--- config.mk ---
export PLATFORM = sky130hd
export DESIGN_NAME = tlptm_ctrl
export DESIGN_NICKNAME = d
export VERILOG_FILES = /design/src/rtl/tlptm_pkg.sv /design/src/rtl/tlptm_ctrl.sv
export SDC_FILE = /design/constraint.sdc
export NUM_CORES = 1
export LEC_CHECK = 0
export ABC_AREA = 1
export BUFFER_PORTS_ARGS = -buffer_cell sky130_fd_sc_hd__buf_2
export CAP_MARGIN = 40
export CORE_AREA = 2 2 129 131
export CTS_CLUSTER_SIZE = 10
export DETAILED_ROUTE_END_ITERATION = 8
export DIE_AREA = 0 0 131 133
export PLACE_DENSITY = 0.81
export SYNTH_ARGS = -nofsm -noshare
export SYNTH_HDL_FRONTEND = slang
export SYNTH_SLANG_ARGS = --single-unit
--- constraint.sdc ---
create_clock -name i_clk -period 10.47 [get_ports i_clk]
set_input_delay 1.047 -clock i_clk [delete_from_list [all_inputs] [get_ports i_clk]]
set_output_delay 1.047 -clock i_clk [all_outputs]
set_load 0.01 [all_outputs]
--- src/rtl/tlptm_pkg.sv ---
// Shared types and constants of the two-level page table manager.
package tlptm_pkg;

    // Field widths of one transaction
    localparam int OP_W   = 3;
    localparam int WORD_W = 32;
    localparam int ATTR_W = 12;

    // Virtual address split: directory slot, table slot, page offset
    localparam int SLOT_W     = 10;
    localparam int DSLOT_LSB  = 22;
    localparam int TSLOT_LSB  = 12;
    localparam int OFFSET_W   = 12;

    localparam logic [WORD_W-1:0] FRAME_MASK  = 32'hFFFF_F000;
    localparam logic [WORD_W-1:0] PRESENT_BIT = 32'h0000_0001;

    // Operation codes
    typedef enum logic [OP_W-1:0] {
        OP_TRANSLATE = 3'd0,
        OP_MAP       = 3'd1,
        OP_UNMAP     = 3'd2,
        OP_CLEAR     = 3'd3,
        OP_EXISTS    = 3'd4,
        OP_SET_DIR   = 3'd5
    } t_op;

endpackage

--- src/rtl/tlptm_ctrl.sv ---
// Sequencer of the page table manager: decode, read-modify-write, table clear, result register.
module tlptm_ctrl #(
    parameter int DIR_ENTRIES   = 1024,
    parameter int TABLE_ENTRIES = 1024,
    parameter int DW            = $clog2(DIR_ENTRIES),
    parameter int AW            = $clog2(DIR_ENTRIES * TABLE_ENTRIES)
) (
    input  logic                            i_clk,
    input  logic                            i_rst_n,
    // input channel
    input  logic                            i_valid,
    output logic                            o_ready,
    input  logic [tlptm_pkg::OP_W-1:0]      i_op,
    input  logic [tlptm_pkg::WORD_W-1:0]    i_virtual_address,
    input  logic [tlptm_pkg::WORD_W-1:0]    i_phys_address,
    input  logic [tlptm_pkg::ATTR_W-1:0]    i_attr,
    // output channel
    output logic                            o_valid,
    input  logic                            i_ready,
    output logic                            o_ok,
    output logic [tlptm_pkg::WORD_W-1:0]    o_phys_out,
    // directory memory
    output logic                            o_dir_we,
    output logic [DW-1:0]                   o_dir_waddr,
    output logic [tlptm_pkg::WORD_W-1:0]    o_dir_wdata,
    output logic                            o_dir_re,
    output logic [DW-1:0]                   o_dir_raddr,
    input  logic [tlptm_pkg::WORD_W-1:0]    i_dir_rdata,
    // page table memory
    output logic                            o_tab_we,
    output logic [AW-1:0]                   o_tab_waddr,
    output logic [tlptm_pkg::WORD_W-1:0]    o_tab_wdata,
    output logic                            o_tab_re,
    output logic [AW-1:0]                   o_tab_raddr,
    input  logic [tlptm_pkg::WORD_W-1:0]    i_tab_rdata
);

    localparam int TW    = $clog2(TABLE_ENTRIES);
    localparam int SW    = tlptm_pkg::SLOT_W;
    localparam int WW    = tlptm_pkg::WORD_W;
    localparam int TOTAL = DIR_ENTRIES * TABLE_ENTRIES;

    localparam logic [AW-1:0] TAB_STRIDE = AW'(TABLE_ENTRIES);
    localparam logic [AW-1:0] INIT_LAST  = AW'(TOTAL - 1);
    localparam logic [AW-1:0] DIR_SPAN   = AW'(DIR_ENTRIES);
    localparam logic [TW-1:0] CLEAR_LAST = TW'(TABLE_ENTRIES - 1);
    localparam logic [SW:0]   DIR_LIMIT  = (SW+1)'(DIR_ENTRIES);
    localparam logic [SW:0]   TAB_LIMIT  = (SW+1)'(TABLE_ENTRIES);

    typedef enum logic [4:0] {
        S_INIT  = 5'b00001,
        S_IDLE  = 5'b00010,
        S_EXEC  = 5'b00100,
        S_CLEAR = 5'b01000,
        S_HOLD  = 5'b10000
    } t_state;

    t_state              r_state, n_state;
    logic [AW-1:0]       r_init_pos, n_init_pos;
    logic [TW-1:0]       r_clear_pos, n_clear_pos;

    // captured transaction
    logic [tlptm_pkg::OP_W-1:0]   r_op;
    logic [WW-1:0]                r_va;
    logic [WW-1:0]                r_pa;
    logic [tlptm_pkg::ATTR_W-1:0] r_attr;
    logic                         r_dir_ok;
    logic                         r_tab_ok;
    logic [AW-1:0]                r_tab_base;
    logic [AW-1:0]                r_tab_addr;

    // result register and waiting result
    logic                r_out_valid, n_out_valid;
    logic                r_ok, n_ok;
    logic [WW-1:0]       r_phys, n_phys;
    logic                r_pend_ok;
    logic [WW-1:0]       r_pend_phys;

    logic [SW-1:0]       in_dslot, in_tslot;
    logic [AW-1:0]       in_base;
    logic                in_fire;
    logic                out_free;
    logic                present;

    // results of the execute step
    logic                ex_dir_we;
    logic                ex_tab_we;
    logic [WW-1:0]       ex_tab_wdata;
    logic                res_fire;
    logic                res_ok;
    logic [WW-1:0]       res_phys;

    assign in_dslot = i_virtual_address[tlptm_pkg::DSLOT_LSB +: SW];
    assign in_tslot = i_virtual_address[tlptm_pkg::TSLOT_LSB +: SW];
    assign in_base  = AW'(in_dslot[DW-1:0]) * TAB_STRIDE;
    assign in_fire  = i_valid && o_ready;
    assign out_free = !r_out_valid || i_ready;
    assign present  = r_dir_ok && (i_dir_rdata != '0);

    assign o_ready    = (r_state == S_IDLE);
    assign o_valid    = r_out_valid;
    assign o_ok       = r_ok;
    assign o_phys_out = r_phys;

    // Issue both lookups on the accepted transaction
    assign o_dir_re    = in_fire;
    assign o_dir_raddr = in_dslot[DW-1:0];
    assign o_tab_re    = in_fire;
    assign o_tab_raddr = in_base + AW'(in_tslot[TW-1:0]);

    // Decide the outcome once directory word and table entry are back
    always_comb begin
        ex_dir_we    = 1'b0;
        ex_tab_we    = 1'b0;
        ex_tab_wdata = '0;
        res_fire     = 1'b0;
        res_ok       = 1'b0;
        res_phys     = '0;
        if (r_state == S_EXEC) begin
            res_fire = 1'b1;
            case (r_op)
                tlptm_pkg::OP_TRANSLATE: begin
                    if (present && r_tab_ok && (i_tab_rdata != '0)) begin
                        res_ok   = 1'b1;
                        res_phys = {i_tab_rdata[WW-1:tlptm_pkg::OFFSET_W],
                                    r_va[tlptm_pkg::OFFSET_W-1:0]};
                    end
                end
                tlptm_pkg::OP_MAP: begin
                    if (present && r_tab_ok && (i_tab_rdata == '0)) begin
                        ex_tab_we    = 1'b1;
                        ex_tab_wdata = r_pa | WW'(r_attr) | tlptm_pkg::PRESENT_BIT;
                        res_ok       = 1'b1;
                    end
                end
                tlptm_pkg::OP_UNMAP: begin
                    if (present && r_tab_ok) begin
                        ex_tab_we = 1'b1;
                        res_ok    = 1'b1;
                    end
                end
                tlptm_pkg::OP_CLEAR: begin
                    // a present table is walked first; the result follows the walk
                    res_fire = !present;
                end
                tlptm_pkg::OP_EXISTS: begin
                    res_ok = present;
                end
                tlptm_pkg::OP_SET_DIR: begin
                    if (r_dir_ok) begin
                        ex_dir_we = 1'b1;
                        res_ok    = 1'b1;
                    end
                end
                default: begin
                end
            endcase
        end else if ((r_state == S_CLEAR) && (r_clear_pos == CLEAR_LAST)) begin
            res_fire = 1'b1;
            res_ok   = 1'b1;
        end
    end

    // Steer the write ports: reset sweep, table walk or single update
    always_comb begin
        o_dir_we    = 1'b0;
        o_dir_waddr = r_va[tlptm_pkg::DSLOT_LSB +: DW];
        o_dir_wdata = (r_pa & tlptm_pkg::FRAME_MASK) | WW'(r_attr);
        o_tab_we    = 1'b0;
        o_tab_waddr = r_tab_addr;
        o_tab_wdata = ex_tab_wdata;
        case (r_state)
            S_INIT: begin
                o_dir_we    = (r_init_pos < DIR_SPAN);
                o_dir_waddr = r_init_pos[DW-1:0];
                o_dir_wdata = '0;
                o_tab_we    = 1'b1;
                o_tab_waddr = r_init_pos;
                o_tab_wdata = '0;
            end
            S_CLEAR: begin
                o_tab_we    = 1'b1;
                o_tab_waddr = r_tab_base + AW'(r_clear_pos);
                o_tab_wdata = '0;
            end
            S_EXEC: begin
                o_dir_we = ex_dir_we;
                o_tab_we = ex_tab_we;
            end
            default: begin
            end
        endcase
    end

    // Advance the sequencer and the result register
    always_comb begin
        n_state     = r_state;
        n_init_pos  = r_init_pos;
        n_clear_pos = r_clear_pos;
        n_out_valid = r_out_valid && !i_ready;
        n_ok        = r_ok;
        n_phys      = r_phys;
        case (r_state)
            S_INIT: begin
                n_init_pos = r_init_pos + 1'b1;
                if (r_init_pos == INIT_LAST) begin
                    n_state = S_IDLE;
                end
            end
            S_IDLE: begin
                if (in_fire) begin
                    n_state = S_EXEC;
                end
            end
            S_EXEC: begin
                if (!res_fire) begin
                    n_state     = S_CLEAR;
                    n_clear_pos = '0;
                end
            end
            S_CLEAR: begin
                n_clear_pos = r_clear_pos + 1'b1;
            end
            S_HOLD: begin
                if (out_free) begin
                    n_state     = S_IDLE;
                    n_out_valid = 1'b1;
                    n_ok        = r_pend_ok;
                    n_phys      = r_pend_phys;
                end
            end
            default: begin
                n_state = S_INIT;
            end
        endcase
        // hand a finished result to the output register, or park it
        if (res_fire) begin
            if (out_free) begin
                n_state     = S_IDLE;
                n_out_valid = 1'b1;
                n_ok        = res_ok;
                n_phys      = res_phys;
            end else begin
                n_state = S_HOLD;
            end
        end
    end

    // Control registers
    always_ff @(posedge i_clk) begin
        if (!i_rst_n) begin
            r_state     <= S_INIT;
            r_init_pos  <= '0;
            r_clear_pos <= '0;
            r_out_valid <= 1'b0;
        end else begin
            r_state     <= n_state;
            r_init_pos  <= n_init_pos;
            r_clear_pos <= n_clear_pos;
            r_out_valid <= n_out_valid;
        end
    end

    // Payload registers
    always_ff @(posedge i_clk) begin
        r_ok   <= n_ok;
        r_phys <= n_phys;
        if (res_fire) begin
            r_pend_ok   <= res_ok;
            r_pend_phys <= res_phys;
        end
        if (in_fire) begin
            r_op       <= i_op;
            r_va       <= i_virtual_address;
            r_pa       <= i_phys_address;
            r_attr     <= i_attr;
            r_dir_ok   <= ({1'b0, in_dslot} < DIR_LIMIT);
            r_tab_ok   <= ({1'b0, in_tslot} < TAB_LIMIT);
            r_tab_base <= in_base;
            r_tab_addr <= in_base + AW'(in_tslot[TW-1:0]);
        end
    end

endmodule
# Word level (Yosys, flattened, before mapping)
# Index checks and enable logic that the tools add are counted.
# totals
register_bits,211
latchBits,0
ram_bits,0
romBits,0
in_bits,147
out_inout_bits,163
word_cells,97
mem_count,0
# classes
n_addsub,4
multipliers,0
n_div,0
n_lt_le_gt_ge,1
eq_ne,17
shifts,0
n_mux,42
bitwise_logic,2
n_reduce_logical,17
# op_table
operator,count
$mux W32,12
$or A32 B12 Y32,2
$reduce_bool A32 Y1,2
$add A20 B10 Y20,2
$pmux W20 S2,1
$logic_not A32 Y1,1
$mux W5,5
$pmux W5 S5,1
$add A20 B1 Y20 const B,1
$eq A20 B20 Y1 const B,1
$lt A20 B11 Y1 const B,1
$mux W10,2
$pmux W10 S2,1
$mux W1,16
$add A10 B1 Y10 const B,1
$eq A10 B10 Y1 const B,1
$eq A3 B2 Y1 const B,2
$eq A3 B3 Y1 const B,2
$ne A3 B3 Y1 const B,2
$pmux W1 S2,3
$eq A5 B1 Y1 const B,1
$eq A5 B2 Y1 const B,1
$eq A5 B3 Y1 const B,1
$eq A5 B4 Y1 const B,1
other kinds (13),20

# Depth between registers and ports, before layout
# logic_depth
word_depth,7
depth_mapped,13
depth_no_buf,13

# Worst setup path after synthesis
# No wires, ideal clock.
# synth_path
path_kind,input -> output
start,input port i_valid
end,output port o_tab_re
arrival_ps,4981
t_required_ps,9423
path_slack_ps,4442
stages,3
path_buffers,1
cell_sequence,inv_1 nor2_1 buf_4
# synth_via
elab_chain_len,1
# synth_lines
item,line,rtl
"start, declared",tlptm_ctrl.sv:11,"input logic i_valid,"
$logic_and A1 B1 Y1,tlptm_ctrl.sv:96,assign in_fire = i_valid && o_ready;
"end, declared",tlptm_ctrl.sv:33,"output logic o_tab_re,"
# No other way between the ends.

# Worst setup path in the final report
# layout_path
start,register r_state[3]
end,output port o_tab_waddr[8]
# layout_via
elab_chain_len,2
word_cells_on_any_way,3
# layout_lines
item,line,rtl
"start, declared",tlptm_ctrl.sv:58,"t_state r_state, n_state;"
"start signal, assigned",tlptm_ctrl.sv:257,r_state <= n_state;
$eq A5 B4 Y1 / $eq A5 B1 Y1 (equally long branches),tlptm_ctrl.sv:172,case (r_state)
$pmux W20 S2 *,tlptm_ctrl.sv:172,
"end, declared",tlptm_ctrl.sv:31,"output logic [AW-1:0] o_tab_waddr,"
# Every way passes the cells marked *; elsewhere a longest branch is shown, timed or not.

==> run summary <==
Fin cells: 1,473
Fin nets: 1,389
Initial antenna violation count: 0
Crit-path max cell delay: 0.60 ns
H-Tree Depth: 4
Critical path's top delay family: simple AND/OR/NAND/NOR gates
Pwr Density: 144 nW/um^2
CP cell instances: nor2_2 > nand3_1 > buf_4 > inv_2 > nor2_1 > nand2_1 > o211ai_1 > buf_2
IO Pins: 310
FP Rows: 47
Die W: 131 um
Hold_ws: 0.486 ns
Final Power: 1.52 mW
Hold buffer count at cts: 0
Synth cell count leaders: nand2_1 (243), nor2_1 (187), edfxtp_1 (111)
Critical path class: reg -> out
Post-DP HPWL: 15,200 um
Port Buffers: 308
Setup bufs post-CTS: 0
Worst EP required: 9.42 ns
Global-route usage over all layers: 23.8%
Global route total overflow: 0
Hold EP: r_init_pos[3]$_SDFFE_PN0P_
Post_cts resized: 0
#FFs+latches synth: 180
Antenna cells: 0
Synth async-reset ratio: 0%
LEAKAGE: 5.08 nW
# DRC: 0
Clock transition at the registers of the reported paths: 0.07 ns
Worst R2R Start: r_clear_pos[0]$_SDFFE_PN0P_
Placed insts: 1,441
DRT antenna net count: 0
Final instance area: 10,600 um^2
Top cells by area, synth: edfxtp_1 (39%), dfxtp_1 (16%), nand2_1 (11%)
Worst reg2reg path endpoint: o_phys_out[0]$_DFF_P_
Final Hold Viols: 0
Hold path cells: 2
Clock net sink count: 180
Yosys top cell area share: 39.3%
Netlist cell types: 44
Post-synth EDFFs: 111
Setup-failing EPs final: 0
Slowest-stage cell, CP: nor2_1
DRT Wirelength: 20,900 um
CP bufs+invs: 3
First-pass DRT Iterations: 5
R2r setup slk: 8.00 ns
P&R area growth vs syn: 24.7%
First-pass GRT wire length: 31,800 um
Clock Tree Buf Depth: 2
Layout cells sized above 1: 32.2%
Worst Setup End Kind: output port
Worst-margin pin slew: 0.675 ns
Detail-routed via count per cell: 4.85
Clock Latency Late Sink: 0.43 ns
WL/cell: 14.2 um
IR drop worst, VDD: 0.110 mV
RePlAce Congestion: 0.876
CTS buffer count: 17
Hold/Removal Path Class: reg -> reg
CTS tree: done
Vias in the first global route: 6,686
Layout Skew: 0.0113 ns
Vias: 7,140
Most frequent cell after synthesis: nand2_1
Max Freq: 275 MHz
Clk root buf: clkbuf_16
Cell Area, Synth: 8480 um^2
Cell count after synthesis: 967
Sum Neg Setup Slack: 0 ns
CP arrival: 2.59 ns
Die ar.: 17,400 um^2
Hold Path Origin: r_init_pos[3]$_SDFFE_PN0P_
Number of DRC markers in iteration 0: 474
Cell Area, Placed: 10,000 um^2
Largest net degree at the start of global routing: 49
Max Cap Viol: 0
Period minus WS final: 3.63 ns
Largest area contributor in the netlist: edfxtp_1
Final Max Slew Viols: 0
CP max FO: 30
Starting Density: 52.4%
Mean Syn Cell Area: 8.77 um^2
Core area: 16,200 um^2
Setup crit start kind: flip-flop
Yosys warning count: 0
Status: completed
Register area share after synthesis: 55.6%
RSZ-0062 raised after global routing: no
Syn Nets: 1,116
Top_reg_cell synth: edfxtp_1
Slew HR: 54.8%
Die height: 133 um
Period utilisation layout: 34.7%
Worst reg2reg path depth: 12
==> state kept, by name (all words and copies together) (netlist names) <==
signal	flops
o_valid	1
r_pend_ok	1
r_init_pos	20
r_clear_pos	10
r_state	5
o_ok	1
o_phys_out	32
r_pa	31
r_va	32
r_attr	12
r_op	3
r_pend_phys	32
==> how the worst max path moves through the flow <==
stage | startpoint | to | depth (start not counted)
after floorplan | i_valid | o_tab_re | 3
after global placement | i_tab_rdata[18] | o_tab_wdata[12] | 10
after detailed placement | i_valid | o_dir_re | 6
after CTS | r_state[3]$_SDFFE_PN0P_ | o_tab_waddr[6] | 8
after global routing | r_state[3]$_SDFFE_PN0P_ | o_tab_waddr[6] | 8
final | r_state[3]$_SDFFE_PN0P_ | o_tab_waddr[8] | 8
==> metal layers <==
metal | GRT usage (%) | up-vias | routed length [um]
met5 | 0 | - | 0
met4 | 8.92 | 0 | 469
li1 | - | 3626 | -
met1 | 26.8 | 3234 | 8230
met3 | 4.65 | 30 | 1310
met2 | 43.6 | 250 | 10900
==> cell usage in the layout (no fill, tap or decap), drive strengths merged, types with 6 or more instances in the layout <==
cell	instances
o211ai	6
edfxtp	111
a21oi	22
clkinv	6
dfxtp	69
mux2	33
inv	114
o21ai	30
nand2	246
nand3	32
nor2	198
nor3	15
buf	317
clkbuf	19
nand4	9
==> cell families (layout without fill, tap and decap cells) <==
family	count (synthesis)	in the layout	share of synthesized area, %
compound gates	70	70	4.80
buf+inv	172	458	9.64
xor+xnor	4	4	0.413
mux	33	33	4.38
fa+ha+maj	2	2	0.295
simple gates	506	506	24.9
flops	180	180	55.6
==> through the flow <==
| stage | worst slack (ns) | util, % |
|---|---|---|
| floorplan | 4.44 | - |
| global placement | 6.85 | 61.5 |
| detailed placement | 6.84 | 61.9 |
| CTS | 6.81 | 65.4 |
| global route | 6.58 | 65.4 |
| finish | 6.84 | 65.4 |
==> tightest hold or removal path, cell delays in order (launching register included) <==
cell     delay (ns)
dfxtp_1        0.32
inv_1          0.06
a21oi_1        0.05
==> cell type report <==
cell class	count	area (um^2)
well taps	220	275
flip-flops and latches	180	4710
multi-input cells	615	2950
clock inverters	13	126
inverters	109	412
clock buffers	19	433
repair buffers	317	1660
fillers	1350	5600
==> power by group <==
part | internal, mW | total (mW) | leakage, nW | switching, mW
clock | 0.333 | 0.613 | 0.274 | 0.280
combinational | 0.0615 | 0.150 | 3.16 | 0.0883
sequential | 0.752 | 0.757 | 1.64 | 0.00456
(Power assumes the default switching activity.)
